==> config.mk <==
export PLATFORM = sky130hd
export DESIGN_NAME = lzwe_queue
export DESIGN_NICKNAME = d
export VERILOG_FILES = /design/src/rtl/lzwe_pkg.sv /design/src/rtl/lzwe_queue.sv
export SDC_FILE = /design/constraint.sdc
export NUM_CORES = 1
export LEC_CHECK = 0
export ABC_AREA = 1
export BUFFER_PORTS_ARGS = -buffer_cell sky130_fd_sc_hd__buf_2
export CORE_MARGIN = 5
export CORE_UTILIZATION = 60
export DETAILED_ROUTE_END_ITERATION = 12
export PLACE_DENSITY_LB_ADDON = 0.25
export RECOVER_POWER = 100
export SLEW_MARGIN = 25
export SYNTH_ARGS = -nofsm -noshare
export SYNTH_HDL_FRONTEND = slang
export SYNTH_SLANG_ARGS = --single-unit
==> constraint.sdc <==
create_clock -name clk -period 3 [get_ports clk]
set_clock_uncertainty 0.2 [all_clocks]
set_input_delay 0.9 -clock clk [delete_from_list [all_inputs] [get_ports clk]]
set_output_delay 0.9 -clock clk [all_outputs]
set_load 0.02 [all_outputs]
==> src/rtl/lzwe_pkg.sv <==
// ----------------------------------------------------------------------------
// LZW encoder package
// Beat types, code command type and sizing constants for the encoder.
// ----------------------------------------------------------------------------
package lzwe_pkg;

  localparam int DICT_ENTRIES = 4096;
  localparam int CODE_W       = $clog2(DICT_ENTRIES);
  localparam int ENTRY_W      = CODE_W + 1;
  localparam int WIDTH_W      = $clog2(CODE_W + 1);
  localparam int ACC_W        = CODE_W + 7;
  localparam int CNT_W        = $clog2(ACC_W + 1);
  localparam int FIRST_ENTRY  = 256;
  localparam int START_WIDTH  = 8;
  localparam int QUEUE_DEPTH  = 4;
  localparam int QPTR_W       = $clog2(QUEUE_DEPTH);

  typedef struct packed {
    logic [7:0] data_byte;
    logic       last_byte;
  } in_beat_t;

  typedef struct packed {
    logic [7:0] packed_byte;
    logic       stream_end;
  } out_beat_t;

  typedef struct packed {
    logic [CODE_W-1:0]  code;
    logic [WIDTH_W-1:0] width;
    logic               flush;
  } code_cmd_t;

  typedef struct packed {
    logic empty;
    logic room2;
  } queue_stat_t;

  typedef enum logic [1:0] {
    FE_IDLE,
    FE_CHILD,
    FE_CHAIN,
    FE_FLUSH
  } front_state_t;

endpackage

==> src/rtl/lzwe_queue.sv <==
// ----------------------------------------------------------------------------
// LZW encoder command queue
// Short FIFO of code commands between the dictionary front and the packer.
// ----------------------------------------------------------------------------
module lzwe_queue (
  input  logic                clk,
  input  logic                rst,
  input  logic                push,
  input  lzwe_pkg::code_cmd_t push_cmd,
  input  logic                pop,
  output lzwe_pkg::code_cmd_t head_cmd,
  output lzwe_pkg::queue_stat_t stat
);
  import lzwe_pkg::*;

  code_cmd_t         slots [QUEUE_DEPTH];
  logic [QPTR_W-1:0] wr_ptr;
  logic [QPTR_W-1:0] rd_ptr;
  logic [QPTR_W:0]   count;

  assign head_cmd   = slots[rd_ptr];
  assign stat.empty = (count == '0);
  assign stat.room2 = (count <= (QPTR_W+1)'(QUEUE_DEPTH - 2));

  always_ff @(posedge clk) begin
    if (push) begin
      slots[wr_ptr] <= push_cmd;
    end
  end

  always_ff @(posedge clk) begin
    if (rst) begin
      wr_ptr <= '0;
      rd_ptr <= '0;
      count  <= '0;
    end else begin
      if (push) begin
        wr_ptr <= wr_ptr + QPTR_W'(1);
      end
      if (pop) begin
        rd_ptr <= rd_ptr + QPTR_W'(1);
      end
      if (push && !pop) begin
        count <= count + (QPTR_W+1)'(1);
      end else if (pop && !push) begin
        count <= count - (QPTR_W+1)'(1);
      end
    end
  end

endmodule

==> reports/qor.yml <==
cp_top_family: "buffers and inverters"
p_per_area_mw_per_mm2: 677
vias_per_cell: 5.42
synth_top_area_cell: "edfxtp_1"
r2r_end: "slots[1][0]"
ys_seq_elements: 77
seq_power_share_pct: 53.7
syn2layout_area_growth_pct: 13.2
place_ws_ps: 570
die_h_um: 81.0
comb_power_share_pct: 10.5
timing.final.crit_share_pct: 93.5
drc_errors: 0
worstRegToRegCells: 5
placed_cell_area_sq_mm: 0.00326
timing.critical_path.buf_inv: 2
yosysMostFrequentCell: "edfxtp_1"
core.rowCount: 25
fin_crit_ps: 2800
cpPeakStageDelay_ps: 430
critPathRequiredTime_ps: 1900
intPower_mw: 1.78
start_util_pct: 62.8
min-delay-start: "rd_ptr[1]"
power_frac_clock_pct: 35.8
instances_no_fill: 341
dieArea_sq_mm: 0.00656
root_buffer: "clkbuf_8"
io_buffers: 39
met3_usage_pct: 4.99
startpoint_type: "flip-flop"
path_clk_slew_ps: 70
grt.busiest_layer: "met2"
relSlewSlack_pct: 23.0
drv_cap: 0
ys_top_cells_by_count: "68 x edfxtp_1, 39 x nor2_1, 17 x o21ai_0, 17 x o22ai_1, 15 x inv_1"
syn_nets: 249
clockBufferDepth: 2
antenna_found_initial: 0
io_pins: 40
tns_ps: 0
hold_viol: 0
grt_pass1_wl_um: 9030
critPathMaxFanout: 17
p_sw_mw: 0.542
grt_usage_pct: 18.8
multi_input_area_sq_um: 648
setup_viol: 0
hold_buffers: 0
max-vdd-ir-drop_v: 0.000412
min_path_type: "flip-flop to flip-flop"
hold_depth: 1
rsz0062_at_grt: "false"
met1_usage_pct: 23.4
fillers: 371
reg2reg_setup_slack_ps: 880
seq_area_sq_mm: 0.00222
antennaDiodeCount: 0
yosys_warnings: 0
place_congestion: 0.745
drt_first_pass_iters: 4
synth_area_per_cell_sq_um: 13.6
wl_per_cell_um: 15.8
first_iter_violations: 78
placed_cells: 325
fmax_mhz: 357
drv_slew: 0
p_total_mw: 2.32
criticalPathCategory: "flip-flop to output port"
drive_gt1_share_pct: 12.4
cts_buffers: 9
clock_latency_ps: 330
die_x_um: 81.0
core-area_sq_mm: 0.00482
clkSinkCount: 77
dr_total_vias: 1848
hpwl_um: 3380
syn_area_sq_mm: 0.00302
met2_usage_pct: 31.1
grt_max_degree: 35
setup.worst_path.end_class: "output port"
final_area_sq_mm: 0.00342
synth_cell_types: 20
critPathSlowestCell: "dfxtp_1"
cts_tree: "done"
hold_end: "rd_ptr[1]"
tightest_slew_ps: 1160
post_cts_buffers: 0
leakagePower_nw: 1.22
async_reset_ff_share_pct: 0
postRouteAntennaNets: 0
wirelength_um: 5390
synthDominantCellAreaShare_pct: 67.5
h-tree-depth: 3
outcome: "finished clean"
synth_edf_count: 68
r2r_start: "wr_ptr[1]"
fin_ws_ps: 195
synth.area.top_cells: "edfxtp_1 68%, dfxtp_1 6.0%, nor2_1 4.8%"
nets: 296
synth_seq_area_share_pct: 73.5
grt-ovfl-total: 0
power.share.switching_pct: 23.4
path_cells: "inv_2 > o21ai_0 > o22ai_1 > clkbuf_1"
arrival_ps: 1700
synth_flop_cell: "edfxtp_1"
syn_inst: 222
grt_pass1_vias: 1958
[per-stage QoR]
step / utilization (%) / hold WS, ps
global route: 71.0 / 296
floorplan: - / 212
finish: 71.0 / 304
global placement: 67.7 / 233
CTS: 72.2 / 273
detailed placement: 67.7 / 250
[state kept, by name, indices dropped and copies added (netlist names), named ones only]
name,flops
wr_ptr,2
slots,68
rd_ptr,2
count,3
[how the worst max path moves through the flow]
stage | from | to | slack, ps | depth (start not counted)
finish | flip-flop | head_cmd[12] | 200 | 4
global route | flip-flop | head_cmd[6] | 40 | 4
CTS | flip-flop | head_cmd[6] | 190 | 4
detailed placement | flip-flop | head_cmd[6] | 570 | 4
global placement | flip-flop | head_cmd[6] | 580 | 4
floorplan | flip-flop | head_cmd[14] | 870 | 5
[power groups by stage]
stage	Clock, mW	Combinational [mW]	Sequential [mW]
finish	0.830	0.242	1.24
global route	0.902	0.270	1.25
CTS	0.851	0.259	1.24
detailed placement	0	0.259	1.27
global placement	0	0.252	1.27
floorplan	0	0.180	1.26
[worst register-to-register path, cell delays in order, from the launching register on]
cell      delay, ps
dfxtp_1         330
inv_1           110
ha_1            150
nand2_1          50
inv_1            60
clkbuf_1        840
[layer usage]
metal  share of wire (%)  wire length, um
met5                   0                0
met4                 1.4               78
met3                 3.8              205
met2                  49             2650
met1                  46             2450
[cell type report]
type | count | area share, %
Sequential cell | 77 | 65.0
Multi-Input combinational cell | 119 | 18.9
Timing Repair Buffer | 45 | 5.41
Clock buffer | 11 | 4.13
Tap cell | 67 | 2.45
Clock inverter | 5 | 2.16
Inverter | 17 | 1.94
[cells in the final DEF, fill, tap and decap left out, types with 3 or more instances in the layout]
cell type   n
o21ai_1    12
ha_1        5
o21ai_2    10
nand2_1     9
buf_4       3
o21ai_0    18
inv_1      15
o22ai_1    17
edfxtp_1   68
a21oi_1     5
dfxtp_1     8
clkbuf_8   10
buf_2       3
nor2_1     39
clkbuf_1   39
[timing repair]
item                                    4_1_cts  5_1_grt
gates resized for setup                       0        1
endpoints found under the setup margin        0        1
hold endpoints to repair                      0        0
[logic make-up (layout without fill, tap and decap cells)]
group	Yosys count	in the layout	synth area share [%]
AO/OA/AOI/OAI	62	62	12.2
adder cells (fa/ha/maj)	6	6	2.73
buffers and inverters	26	78	5.09
flip-flops	77	77	73.5
AND/OR/NAND/NOR	51	51	6.50
(Power assumes the default switching activity.)
