## src/rtl/lzwe_pkg.sv

```systemverilog
// ----------------------------------------------------------------------------
// LZW encoder package
// Beat types, code command type and sizing constants for the encoder.
// ----------------------------------------------------------------------------
package lzwe_pkg;

  localparam int DICT_ENTRIES = 4096;
  localparam int CODE_W       = $clog2(DICT_ENTRIES);
  localparam int ENTRY_W      = CODE_W + 1;
  localparam int WIDTH_W      = $clog2(CODE_W + 1);
  localparam int ACC_W        = CODE_W + 7;
  localparam int CNT_W        = $clog2(ACC_W + 1);
  localparam int FIRST_ENTRY  = 256;
  localparam int START_WIDTH  = 8;
  localparam int QUEUE_DEPTH  = 4;
  localparam int QPTR_W       = $clog2(QUEUE_DEPTH);

  typedef struct packed {
    logic [7:0] data_byte;
    logic       last_byte;
  } in_beat_t;

  typedef struct packed {
    logic [7:0] packed_byte;
    logic       stream_end;
  } out_beat_t;

  typedef struct packed {
    logic [CODE_W-1:0]  code;
    logic [WIDTH_W-1:0] width;
    logic               flush;
  } code_cmd_t;

  typedef struct packed {
    logic empty;
    logic room2;
  } queue_stat_t;

  typedef enum logic [1:0] {
    FE_IDLE,
    FE_CHILD,
    FE_CHAIN,
    FE_FLUSH
  } front_state_t;

endpackage

```

## src/rtl/lzwe_packer.sv

```systemverilog
// ----------------------------------------------------------------------------
// LZW encoder bit packer
// Packs variable width codes MSB first into bytes and pads the final byte.
// ----------------------------------------------------------------------------
module lzwe_packer (
  input  logic                  clk,
  input  logic                  rst,
  input  lzwe_pkg::code_cmd_t   head_cmd,
  input  lzwe_pkg::queue_stat_t qstat,
  output logic                  pop,
  output logic                  pkd_valid,
  input  logic                  pkd_stall,
  output lzwe_pkg::out_beat_t   pkd_data
);
  import lzwe_pkg::*;

  logic [ACC_W-1:0]  acc;
  logic [CNT_W-1:0]  cnt;
  logic              flushing;
  logic              can_load;
  logic              emit_full;
  logic              emit_pad;
  logic [CODE_W-1:0] code_mask;
  logic [ACC_W-1:0]  acc_shift;
  logic [ACC_W-1:0]  acc_pad;

  assign can_load  = !pkd_valid || !pkd_stall;
  assign emit_full = (cnt >= CNT_W'(8));
  assign emit_pad  = flushing && (cnt != '0) && !emit_full;
  assign pop       = !emit_full && !flushing && !qstat.empty;
  assign code_mask = (CODE_W'(1) << head_cmd.width) - CODE_W'(1);
  assign acc_shift = acc >> (cnt - CNT_W'(8));
  assign acc_pad   = acc << (CNT_W'(8) - cnt);

  always_ff @(posedge clk) begin
    if (pop) begin
      acc <= (acc << head_cmd.width) | ACC_W'(head_cmd.code & code_mask);
    end
    if (can_load && emit_full) begin
      pkd_data.packed_byte <= acc_shift[7:0];
      pkd_data.stream_end  <= flushing && (cnt == CNT_W'(8));
    end else if (can_load && emit_pad) begin
      pkd_data.packed_byte <= acc_pad[7:0];
      pkd_data.stream_end  <= 1'b1;
    end
  end

  always_ff @(posedge clk) begin
    if (rst) begin
      cnt       <= '0;
      flushing  <= 1'b0;
      pkd_valid <= 1'b0;
    end else begin
      if (pop) begin
        cnt      <= cnt + CNT_W'(head_cmd.width);
        flushing <= head_cmd.flush;
      end
      if (can_load && emit_full) begin
        pkd_valid <= 1'b1;
        cnt       <= cnt - CNT_W'(8);
        if (flushing && (cnt == CNT_W'(8))) begin
          flushing <= 1'b0;
        end
      end else if (can_load && emit_pad) begin
        pkd_valid <= 1'b1;
        cnt       <= '0;
        flushing  <= 1'b0;
      end else if (!pkd_stall) begin
        pkd_valid <= 1'b0;
      end
    end
  end

endmodule

```

## config.mk

```make
export PLATFORM = sky130hd
export DESIGN_NAME = lzwe_packer
export DESIGN_NICKNAME = d
export VERILOG_FILES = /design/src/rtl/lzwe_pkg.sv /design/src/rtl/lzwe_packer.sv
export SDC_FILE = /design/constraint.sdc
export NUM_CORES = 1
export LEC_CHECK = 0
export BUFFER_PORTS_ARGS = -buffer_cell sky130_fd_sc_hd__buf_2
export CORE_ASPECT_RATIO = 1.1
export CORE_UTILIZATION = 56
export DETAILED_ROUTE_END_ITERATION = 10
export PLACE_DENSITY = 0.76
export SYNTH_ARGS = -nofsm -noshare
export SYNTH_HDL_FRONTEND = slang
export SYNTH_SLANG_ARGS = --single-unit
```

## constraint.sdc

```tcl
create_clock -name clk -period 3.3 [get_ports clk]
set_input_delay 0.165 -clock clk [delete_from_list [all_inputs] [get_ports clk]]
set_output_delay 0.165 -clock clk [all_outputs]
set_load 0.01 [all_outputs]
```

==> results.cfg <==
[route]
drc_errors = 0
wl_per_cell_um = 18.0
wl_met2_um = 4130
ant_nets = 0
wl_met3_um = 466
wl_um = 8510
num_vias = 3023
drtIter0Drc = 234
drt-met1-wl_um = 3580
firstDrtPassIters = 5
viasPerCell = 6.40
routed.top_layer = met4

[sta]
rsz0062_at_grt = false
fin_crit_sh_pct = 80.4
clock-skew-final_ns = 0.00230
hold_violations = 0
setup_violations = 0
drv_slew = 0
setup_tns_ns = 0
finalWorstPathRequiredPeriod_ns = 2.65
tightest_slew_ns = 0.815
maxSlewHeadroom_pct = 45.3
max_freq_mhz = 377

[setup_path]
rr_endpoint = pkd_data[6]
startpoint_type = flip-flop
worstPathMaxFanout = 8
crit_cells = 7
path_class = reg -> reg
path_delay_family = compound AO/OA/AOI/OAI gates
critPathBufInv = 1
r2r_slack_ns = 0.65
slowest_delay_ns = 0.46
worst_ep_required_time_ns = 3.34
r2r_start = cnt[4]
critPathCaptureType = flip-flop
rr_worst_depth = 7
critPathLaunch = cnt[4]
endpoint = pkd_data[6]
crit_chain = inv_1, ha_1, a21oi_1, nor3_1, a31oi_1, a2111oi_0, or4_1
crit_arrival_ns = 2.69
crit_slowest_cell = a21oi_1

[global_route]
antenna_found_initial = 0
grt_pass1_wl_um = 14400
grt_pass1_vias = 2924
grt.overflow.total = 0
grtUsageTotal_pct = 28.4
grt_max_degree = 31

[power]
p_per_area_mw_per_mm2 = 868
p_leak_uw = 0.00143
ir_drop_uv = 467

[yosys]
yosys_warnings = 0
synth-seq-cells = 35
synth_flop_cell = edfxtp_1
avgSynthCellArea_um2 = 8.99
synth_edf_count = 28
seq_area_frac_synth_pct = 29.0
synth_area_mm2 = 0.00338
synthArstFlopShare_pct = 0
ys_types = 59
synthesis.nets = 406
synthCells = 376

[cells_and_area]
fillCellCount = 515
nNetsFinal = 424
antenna_cells = 0
areaGrowthSynthToFinish_pct = 7.70
drive_gt1_share_pct = 18.7
stdcell_area_mm2 = 0.00364

[cts]
clkTransAtPathRegs_ns = 0.07
ctsHoldBuffers = 0
clockRootBuffer = clkbuf_8
cts.path.max_buffers = 2
clk_latency_ns = 0.30
clkSinkCount = 35
cts_buffers = 5
cts_tree = built
cts_htree_levels = 2
post_cts_buffers = 0
cts.repair.resized = 0

[placement]
hpwl_um = 6210
post_dp_cell_area_mm2 = 0.00356
gp_congestion = 0.957
port_buffers = 31

[floorplanning]
fp.dieArea_mm2 = 0.00635
die_h_um = 83.5
die_width_um = 76.1
num_io_pins = 33
core_area_mm2 = 0.00581
num_rows = 29
start_util_pct = 58.2

[run_status]
run_status = finished, final reports clean

[hold_path]
hp-class = in -> reg

[job]
maxCapViolCount = 0
logic make-up after synthesis:
group	count (synthesis)	synth area share, %
multiplexers	72	26.1
AND/OR/NAND/NOR	116	15.9
adder cells (fa/ha/maj)	8	3.18
AO/OA/AOI/OAI	94	18.3
buffers and inverters	43	5.44
XOR/XNOR	8	2.07
flip-flops	35	29.0
synth_stat cells, drive strengths merged (3+ instances only):
cell    count  share of area (%)
o21ai      19                2.8
xnor2       6                1.6
mux2i      42                 12
a211oi      3               0.67
nand2      43                4.8
mux4       11                7.3
o32ai       3               0.78
ha          7                2.6
dfxtp       7                4.1
o22ai       6                1.1
a31oi       5               0.93
a22oi       3               0.67
clkbuf     13                1.4
nor2       27                3.0
o211ai      6                1.3
nand2b      9                1.7
clkinv      3               0.33
edfxtp     28                 25
or4         3               0.67
nand3      11                1.6
nor3        9                1.3
inv        13                1.4
buf        14                2.2
a21oi      25                3.7
mux2       19                6.3
power by group:
part	internal (uW)	switching (uW)	total, uW
Sequential	719	149	868
Combinational	840	1140	1980
Clock	144	168	312
how the worst min path moves through the flow:
stage	cells after the start	endpoint	slack, ns	from
after floorplan	2	acc[3]	0.35	head_cmd[8]
after detailed placement	3	acc[3]	0.44	head_cmd[8]
final	3	acc[3]	0.14	head_cmd[8]
after CTS	3	acc[3]	0.13	head_cmd[8]
after global placement	3	acc[3]	0.44	head_cmd[8]
after global routing	2	acc[6]	0.15	head_cmd[11]
metal layers:
| layer | GRT usage [%] | up-vias |
|---|---|---|
| li1 | - | 1463 |
| met2 | 47.7 | 126 |
| met3 | 4.81 | 30 |
| met4 | 12.8 | 0 |
| met1 | 35.8 | 1404 |
| met5 | 0 | - |
per-stage QoR:
stage	std cells	util (%)	total power (uW)	hold slack, ns	setup slack [ns]
after detailed placement	464	61.3	2810	0.438	0.742
after global placement	464	61.3	2780	0.437	0.757
final	472	62.7	3160	0.136	0.647
after CTS	472	62.7	3130	0.133	0.729
after global routing	472	62.7	3380	0.151	0.523
after floorplan	376	-	2330	0.347	0.654
layout make-up:
cell class	count	area, um2	area share, %
tap	77	96.3	2.65
clock inverter	2	7.51	0.206
multi-input combinational	298	2220	60.9
inverter	16	60.1	1.65
clock buffer	6	72.6	1.99
timing repair buffer	38	208	5.70
sequential	35	981	26.9
worst register-to-register path, delay by kind of cell (launching register included):
family | cells | cell delay [ns]
AND/OR/NAND/NOR | 2 | 0.52
flip-flops | 1 | 0.40
buffers and inverters | 1 | 0.14
adder cells (fa/ha/maj) | 1 | 0.29
AO/OA/AOI/OAI | 3 | 1.05
flip-flops by register name, summed over array words and instances (netlist names):
register	count
cnt	5
acc	19
pkd_valid	1
pkd_data	9
flushing	1
layout by cell type, fill, tap and decap left out, types with 3 or more instances in the layout:
master,synthesis,final
a211oi_1,3,3
a21oi_1,25,25
a22oi_1,3,3
a31oi_1,5,5
buf_2,12,31
buf_4,0,7
clkbuf_8,0,5
clkinv_1,3,5
dfxtp_1,7,7
edfxtp_1,28,28
ha_1,7,7
inv_1,12,12
mux2_2,18,18
mux2i_1,42,42
mux4_2,11,11
nand2_1,43,43
nand2b_1,9,9
nand3_1,11,11
nor2_1,27,27
nor3_1,9,9
o211ai_1,6,6
o21ai_0,19,19
o22ai_1,6,6
o32ai_1,3,3
or4_1,3,3
xnor2_1,6,6
Note: power is estimated with default switching activity, not from simulation.
